[config.mk]
export PLATFORM = sky130hd
export DESIGN_NAME = lru_page_buffer_manager_unit
export DESIGN_NICKNAME = d
export VERILOG_FILES = /design/src/rtl/core/lpbm_pkg.sv /design/src/rtl/core/lpbm_front.sv /design/src/rtl/core/lpbm_back.sv /design/src/rtl/core/lru_page_buffer_manager_unit.sv
export SDC_FILE = /design/constraint.sdc
export NUM_CORES = 2
export LEC_CHECK = 0
export BUFFER_PORTS_ARGS = -buffer_cell sky130_fd_sc_hd__buf_2
export CORE_ASPECT_RATIO = 1.5
export CORE_UTILIZATION = 55
export DETAILED_ROUTE_END_ITERATION = 16
export GPL_TIMING_DRIVEN = 1
export MAX_ROUTING_LAYER = met4
export PLACE_DENSITY_LB_ADDON = 0.05
export SETUP_SLACK_MARGIN = 0.05
export SYNTH_ARGS = -nofsm -noshare
export SYNTH_HDL_FRONTEND = slang
export SYNTH_SLANG_ARGS = --single-unit
export TNS_END_PERCENT = 5
[constraint.sdc]
create_clock -name clk -period 10.95 [get_ports clk]
set_clock_uncertainty 0.15 [all_clocks]
set_input_delay 0.5475 -clock clk [delete_from_list [all_inputs] [get_ports clk]]
set_output_delay 0.5475 -clock clk [all_outputs]
set_load 0.02 [all_outputs]
[src/rtl/core/lpbm_pkg.sv]
`default_nettype none

package lpbm_pkg;

  localparam int NUM_FRAMES = 16;
  localparam int FRAME_W    = $clog2(NUM_FRAMES);
  localparam int TABLE_W    = 10;
  localparam int PAGE_W     = 32;
  localparam int OUT_IDX_W  = 4;

  localparam logic [FRAME_W-1:0] TAIL_RANK = FRAME_W'(NUM_FRAMES - 1);

  // request queue between front and back
  localparam int Q_DEPTH = 2;
  localparam int Q_PTR_W = $clog2(Q_DEPTH);
  localparam int Q_CNT_W = $clog2(Q_DEPTH + 1);

  localparam logic FUNC_READ  = 1'b0;
  localparam logic FUNC_WRITE = 1'b1;

  typedef struct packed {
    logic                is_write;
    logic [TABLE_W-1:0]  tbl;
    logic [PAGE_W-1:0]   pg;
  } req_t;

  typedef enum logic {
    BK_LOOK,
    BK_APPLY
  } back_state_t;

endpackage

`default_nettype wire

[src/rtl/core/lpbm_front.sv]
`default_nettype none

module lpbm_front (
  input  wire logic                         clk,
  input  wire logic                         rst_n,
  input  wire logic                         start,
  output logic                              busy,
  input  wire logic                         in_func,
  input  wire logic [lpbm_pkg::TABLE_W-1:0] in_table,
  input  wire logic [lpbm_pkg::PAGE_W-1:0]  in_page,
  output logic                              q_valid,
  output lpbm_pkg::req_t                    q_req,
  input  wire logic                         q_pop
);

  lpbm_pkg::req_t                      mem_r [lpbm_pkg::Q_DEPTH];
  logic [lpbm_pkg::Q_PTR_W-1:0]        wr_ptr_r, wr_ptr_nxt;
  logic [lpbm_pkg::Q_PTR_W-1:0]        rd_ptr_r, rd_ptr_nxt;
  logic [lpbm_pkg::Q_CNT_W-1:0]        cnt_r, cnt_nxt;
  logic                                push;
  logic                                pop;
  lpbm_pkg::req_t                      new_req;

  assign busy    = (cnt_r == lpbm_pkg::Q_CNT_W'(lpbm_pkg::Q_DEPTH));
  assign push    = start && !busy;
  assign q_valid = (cnt_r != '0);
  assign pop     = q_pop && q_valid;
  assign q_req   = mem_r[rd_ptr_r];

  // classify the request kind
  always_comb begin
    new_req.is_write = (in_func == lpbm_pkg::FUNC_WRITE);
    new_req.tbl      = in_table;
    new_req.pg       = in_page;
  end

  always_comb begin
    wr_ptr_nxt = push ? wr_ptr_r + 1'b1 : wr_ptr_r;
    rd_ptr_nxt = pop ? rd_ptr_r + 1'b1 : rd_ptr_r;
    cnt_nxt    = cnt_r;
    if (push && !pop) begin
      cnt_nxt = cnt_r + 1'b1;
    end else if (pop && !push) begin
      cnt_nxt = cnt_r - 1'b1;
    end
  end

  always_ff @(posedge clk) begin
    if (!rst_n) begin
      wr_ptr_r <= '0;
      rd_ptr_r <= '0;
      cnt_r    <= '0;
    end else begin
      wr_ptr_r <= wr_ptr_nxt;
      rd_ptr_r <= rd_ptr_nxt;
      cnt_r    <= cnt_nxt;
    end
  end

  always_ff @(posedge clk) begin
    if (push) begin
      mem_r[wr_ptr_r] <= new_req;
    end
  end

endmodule

`default_nettype wire

[src/rtl/core/lpbm_back.sv]
`default_nettype none

module lpbm_back (
  input  wire logic                           clk,
  input  wire logic                           rst_n,
  input  wire logic                           q_valid,
  input  wire lpbm_pkg::req_t                 q_req,
  output logic                                q_pop,
  output logic                                out_valid,
  output logic                                out_hit,
  output logic [lpbm_pkg::OUT_IDX_W-1:0]      out_frame_index,
  output logic                                out_writeback_valid,
  output logic [lpbm_pkg::TABLE_W-1:0]        out_writeback_table,
  output logic [lpbm_pkg::PAGE_W-1:0]         out_writeback_page,
  output logic                                out_fetch_valid
);

  localparam int NF = lpbm_pkg::NUM_FRAMES;
  localparam int FW = lpbm_pkg::FRAME_W;

  lpbm_pkg::back_state_t          state_r, state_nxt;

  logic                           valid_r [NF];
  logic                           dirty_r [NF];
  logic [FW-1:0]                  rank_r  [NF];
  logic [lpbm_pkg::TABLE_W-1:0]   table_r [NF];
  logic [lpbm_pkg::PAGE_W-1:0]    page_r  [NF];

  lpbm_pkg::req_t                 req_r;
  logic                           hit_r;
  logic [FW-1:0]                  idx_r;

  logic                           look;
  logic                           apply;
  logic                           any_hit;
  logic [FW-1:0]                  hit_idx;
  logic [FW-1:0]                  tail_idx;
  logic                           wb;
  logic [FW-1:0]                  cur_rank;
  logic [FW+lpbm_pkg::OUT_IDX_W-1:0] idx_ext;

  logic                           out_valid_r;
  logic                           out_hit_r;
  logic [lpbm_pkg::OUT_IDX_W-1:0] out_idx_r;
  logic                           out_wb_r;
  logic [lpbm_pkg::TABLE_W-1:0]   out_wb_table_r;
  logic [lpbm_pkg::PAGE_W-1:0]    out_wb_page_r;
  logic                           out_fetch_r;

  // next state
  always_comb begin
    state_nxt = state_r;
    unique case (state_r)
      lpbm_pkg::BK_LOOK:  if (q_valid) state_nxt = lpbm_pkg::BK_APPLY;
      lpbm_pkg::BK_APPLY: state_nxt = lpbm_pkg::BK_LOOK;
      default:            state_nxt = lpbm_pkg::BK_LOOK;
    endcase
  end

  // state outputs
  always_comb begin
    look  = 1'b0;
    apply = 1'b0;
    unique case (state_r)
      lpbm_pkg::BK_LOOK:  look  = q_valid;
      lpbm_pkg::BK_APPLY: apply = 1'b1;
      default:            ;
    endcase
  end

  assign q_pop = look;

  // parallel tag compare; at most one frame matches, tail rank is unique
  always_comb begin
    any_hit  = 1'b0;
    hit_idx  = '0;
    tail_idx = '0;
    for (int i = 0; i < NF; i++) begin
      if (valid_r[i] && table_r[i] == q_req.tbl && page_r[i] == q_req.pg) begin
        any_hit = 1'b1;
        hit_idx = hit_idx | FW'(i);
      end
      if (rank_r[i] == lpbm_pkg::TAIL_RANK) begin
        tail_idx = tail_idx | FW'(i);
      end
    end
  end

  assign wb       = !hit_r && valid_r[idx_r] && dirty_r[idx_r];
  assign cur_rank = rank_r[idx_r];
  assign idx_ext  = {{lpbm_pkg::OUT_IDX_W{1'b0}}, idx_r};

  always_ff @(posedge clk) begin
    if (!rst_n) begin
      state_r     <= lpbm_pkg::BK_LOOK;
      out_valid_r <= 1'b0;
      for (int i = 0; i < NF; i++) begin
        valid_r[i] <= 1'b0;
        dirty_r[i] <= 1'b0;
        rank_r[i]  <= FW'(i);
      end
    end else begin
      state_r     <= state_nxt;
      out_valid_r <= apply;
      if (apply) begin
        if (!hit_r) begin
          valid_r[idx_r] <= 1'b1;
        end
        if (req_r.is_write) begin
          dirty_r[idx_r] <= 1'b1;
        end else begin
          if (!hit_r) begin
            dirty_r[idx_r] <= 1'b0;
          end
          // move to head: everything younger than the frame ages by one
          for (int i = 0; i < NF; i++) begin
            if (FW'(i) == idx_r) begin
              rank_r[i] <= '0;
            end else if (rank_r[i] < cur_rank) begin
              rank_r[i] <= rank_r[i] + 1'b1;
            end
          end
        end
      end
    end
  end

  // payload registers
  always_ff @(posedge clk) begin
    if (look) begin
      req_r <= q_req;
      hit_r <= any_hit;
      idx_r <= any_hit ? hit_idx : tail_idx;
    end
    if (apply) begin
      if (!hit_r) begin
        table_r[idx_r] <= req_r.tbl;
        page_r[idx_r]  <= req_r.pg;
      end
      out_hit_r      <= hit_r;
      out_idx_r      <= idx_ext[lpbm_pkg::OUT_IDX_W-1:0];
      out_wb_r       <= wb;
      out_wb_table_r <= wb ? table_r[idx_r] : '0;
      out_wb_page_r  <= wb ? page_r[idx_r] : '0;
      out_fetch_r    <= !hit_r && !req_r.is_write;
    end
  end

  assign out_valid           = out_valid_r;
  assign out_hit             = out_hit_r;
  assign out_frame_index     = out_idx_r;
  assign out_writeback_valid = out_wb_r;
  assign out_writeback_table = out_wb_table_r;
  assign out_writeback_page  = out_wb_page_r;
  assign out_fetch_valid     = out_fetch_r;

endmodule

`default_nettype wire

[src/rtl/core/lru_page_buffer_manager_unit.sv]
`default_nettype none

// Channel   Handshake                 Payload
// --------  ------------------------  -------------------------------------------------
// request   start / busy              in_func, in_table, in_page
// result    out_valid (one cycle)     out_hit, out_frame_index, out_writeback_valid,
//                                     out_writeback_table, out_writeback_page,
//                                     out_fetch_valid
//
// An item is taken when start is high and busy is low; it lands in a two-entry
// request queue. The back end handles each item in state BK_LOOK (tag compare
// of all frames), then in BK_APPLY (tag/dirty update, and recency update on
// reads), and pops the next item only after BK_APPLY. The result is registered
// out of BK_APPLY. busy rises only while the queue is full. Reset (rst_n low,
// synchronous) empties the queue, marks all frames empty and clean, and sets
// frame i to recency rank i. The receiver cannot stall: each result is on the
// ports for exactly one cycle with out_valid high.

module lru_page_buffer_manager_unit (
  input  wire logic                           clk,
  input  wire logic                           rst_n,
  input  wire logic                           start,
  output logic                                busy,
  input  wire logic                           in_func,
  input  wire logic [lpbm_pkg::TABLE_W-1:0]   in_table,
  input  wire logic [lpbm_pkg::PAGE_W-1:0]    in_page,
  output logic                                out_valid,
  output logic                                out_hit,
  output logic [lpbm_pkg::OUT_IDX_W-1:0]      out_frame_index,
  output logic                                out_writeback_valid,
  output logic [lpbm_pkg::TABLE_W-1:0]        out_writeback_table,
  output logic [lpbm_pkg::PAGE_W-1:0]         out_writeback_page,
  output logic                                out_fetch_valid
);

  // queue hand-off between front and back
  logic           q_valid;
  logic           q_pop;
  lpbm_pkg::req_t q_req;

  // front: accept, decode the request kind, hold in queue
  lpbm_front u_front (
    .clk         (clk),
    .rst_n       (rst_n),
    .start       (start),
    .busy        (busy),
    .in_func     (in_func),
    .in_table    (in_table),
    .in_page     (in_page),
    .q_valid     (q_valid),
    .q_req       (q_req),
    .q_pop       (q_pop)
  );

  // back: look up the frame, pick hit or victim, update state, drive result
  lpbm_back u_back (
    .clk                 (clk),
    .rst_n               (rst_n),
    .q_valid             (q_valid),
    .q_req               (q_req),
    .q_pop               (q_pop),
    .out_valid           (out_valid),
    .out_hit             (out_hit),
    .out_frame_index     (out_frame_index),
    .out_writeback_valid (out_writeback_valid),
    .out_writeback_table (out_writeback_table),
    .out_writeback_page  (out_writeback_page),
    .out_fetch_valid     (out_fetch_valid)
  );

endmodule

`default_nettype wire
==> metrics.cfg <==
[route]
postRouteAntennaNets=0
drt_iter0_markers=6026
wl_per_cell_um=50.38
drtPass1Iterations=9
avgViaCountPerCell=7.685
route.detailed.drc=0
num_vias=35600
wl_mm=233.4

[clock_tree]
post_cts_buffers=0
clockRootBuffer=clkbuf_16
cts_max_path_buffers=3
cts-buffers-inserted=91
cts_sinks=962
clkLatencyLatePin_ns=0.73
htreeDepth=3
path_clk_slew_ns=0.07
tritoncts=done

[logic_synthesis]
ys_types=68
synth_top_flop_cell=edfxtp_1
ys.warnings.count=0
synthArstFlopShare_pct=0
ys_ff_latch=962
ys_seq_area_share_pct=59.24
synth_area_per_cell_um2=14.87
syn-num-nets=3342
synth_edf_count=919
syn-cell-area_um2=48040
synthCells=3231

[layout]
drive_gt1_share_pct=18.96
final_common_cell=edfxtp_1
fill_cells=6111
area_growth_pct=12.76
final_cell_mix=edfxtp_1 (919), xnor2_1 (638), nor4_1 (286)
nets=3523

[die]
dieArea_um2=88550
num_rows=132
start_util_pct=55.61
die_x_um=243.3
core_area_um2=86380
die_height_um=364.0
ios=97

[placed_design]
hpwl_mm=170.9
io_buffers=96
gp_congestion=1.153

[timing]
fin_setup_tns_ns=0
holdWs_ns=0.1275
setup_violations=0
slew_headroom_pct=-8.507
slew_violations=8
min_period_over_period_pct=56.20
fmax_mhz=162.5
rsz0062_at_grt=false
worstMarginPinSlew_ns=1.616
hold_viol=0
period_minus_slack_ns=6.154

[run_status]
status=complete, but fails checks
failed_checks=capacitance limit, slew limit

[setup_path]
path_class=reg -> reg
setup.worst_path.end_class=flip-flop
cp.arrival_ns=6.60
cp-start-kind=flip-flop
crit_fanout=23
required_ns=11.40

[global_route]
grt_start_max_net_pins=100
grt-ovfl-total=0
grt_pass1_wl_mm=317.3
first_global_vias=35350
track_usage_pct=56.05
antenna_found_initial=9

[flow_run]
drv_cap=6

[pwr]
p_leak_nw=16.49
total_power_mw=15.20
ir_drop_mv=0.3150
p_per_area_nw_per_um2=280.6

[hold_path]
hold_class=in -> reg

==> state kept, by name (all words and copies together), names as in the netlist, 16 cells and up, named ones only <==
register and cells:
u_front.mem_r 86, u_back.rank_r 64, u_back.table_r 160, u_back.req_r 43, u_back.page_r 512, u_back.valid_r 16
u_back.dirty_r 16, u_back.out_writeback_page 32
==> what timing repair did <==
item / CTS / global route
hold buffers: 43 / 0
endpoints found under the setup margin: 0 / 0
hold endpoints to repair: 86 / 0
resized for setup: 0 / 0
==> worst paths after layout <==
| check | slack (ns) | cells past startpoint | from | end |
|---|---|---|---|---|
| worst max-delay path | 4.80 | 10 | flip-flop | flip-flop |
| worst min-delay path | 0.13 | 4 | start | u_front.wr_ptr_r |
| worst max register to register | 4.80 | 10 | flip-flop | flip-flop |
| worst min register to register | 0.33 | 2 | u_back.dirty_r[9] | u_back.dirty_r[9] |
==> logic make-up after synthesis <==
kind of cell / after synthesis / share of synthesized area, %
mux: 277 / 12.14
compound gates: 225 / 3.113
buf+inv: 219 / 2.105
xor+xnor: 675 / 12.31
flops: 962 / 59.24
simple gates: 808 / 9.405
fa+ha+maj: 65 / 1.693
==> worst max-delay path, stage by stage (launching register included) <==
cell and delay (ns):
dfxtp_4 0.83, buf_4 0.75, mux2i_4 1.27, xnor2_1 0.26, nor4_1 0.43, nand4_1 0.25
nor4_1 0.96, nor4_2 0.15, nand4_2 0.19, mux2_2 0.36, mux2_1 0.29
==> through the flow <==
stage	util, %	cell area (um2)	worst slack, ns	instances
3_3_place_gp	58.28	50340	5.049	4403
5_1_grt	62.71	54160	4.701	4630
2_1_floorplan	-	48040	5.487	3231
4_1_cts	62.35	53860	5.010	4615
6_report	62.71	54170	4.796	4632
3_5_place_dp	58.31	50370	5.064	4404
==> layout make-up <==
cell class                      instances  area [um2]  area share (%)
Multi-Input combinational cell       2050       19170           35.40
Sequential cell                       962       28460           52.55
Timing Repair Buffer                  241        1782           3.289
Tap cell                             1139        1425           2.631
Clock buffer                          105        2382           4.398
Inverter                               66       247.7          0.4573
Clock inverter                         63       678.2           1.252
Antenna cell                            6       15.01         0.02772
==> Yosys cell counts, types with 4 or more instances <==
cell / count / share of area [%]
nand2_1: 61 / 0.48
nor2_1: 124 / 0.97
a31oi_1: 4 / 0.052
edfxtp_1: 919 / 57
xnor2_1: 655 / 12
o2111ai_1: 4 / 0.073
buf_1: 20 / 0.16
nand3_1: 75 / 0.78
buf_6: 8 / 0.19
nand4_1: 78 / 1.0
ha_1: 65 / 1.7
buf_2: 49 / 0.51
nand2b_1: 11 / 0.14
nor4_2: 4 / 0.10
nor4b_1: 16 / 0.29
a2111oi_0: 7 / 0.13
a21boi_0: 5 / 0.078
o2bb2ai_1: 6 / 0.11
mux2_2: 4 / 0.094
o21ai_0: 48 / 0.50
o21a_1: 26 / 0.41
o211ai_1: 23 / 0.36
or3_1: 8 / 0.10
a21oi_1: 43 / 0.45
mux2i_4: 14 / 0.66
xor2_1: 20 / 0.36
nor2b_1: 47 / 0.61
a22o_1: 6 / 0.11
nor3_1: 69 / 0.72
a211oi_1: 5 / 0.078
and2_1: 7 / 0.091
dfxtp_1: 43 / 1.8
and3_1: 5 / 0.065
clkbuf_1: 60 / 0.47
a22oi_1: 5 / 0.078
buf_4: 15 / 0.23
mux4_2: 229 / 11
mux2i_1: 26 / 0.54
o22ai_1: 18 / 0.23
a311oi_1: 5 / 0.091
nor4_1: 289 / 3.8
inv_1: 64 / 0.50
==> per-layer routing <==
metal | vias to the layer above | global-route usage [%] | wire [um]
met1 | 17470 | 52.16 | 63140
met2 | 3590 | 84.34 | 106600
met4 | 0 | 65.42 | 36890
met5 | - | - | 0
met3 | 1451 | 18.80 | 26760
li1 | 13090 | - | -
==> report_power, final <==
group | total, mW | switching, mW | internal [mW]
sequential | 5.56 | 0.759 | 4.80
clock | 3.34 | 1.52 | 1.81
combinational | 6.30 | 4.31 | 2.00
Note: power is estimated with default switching activity, not from simulation.
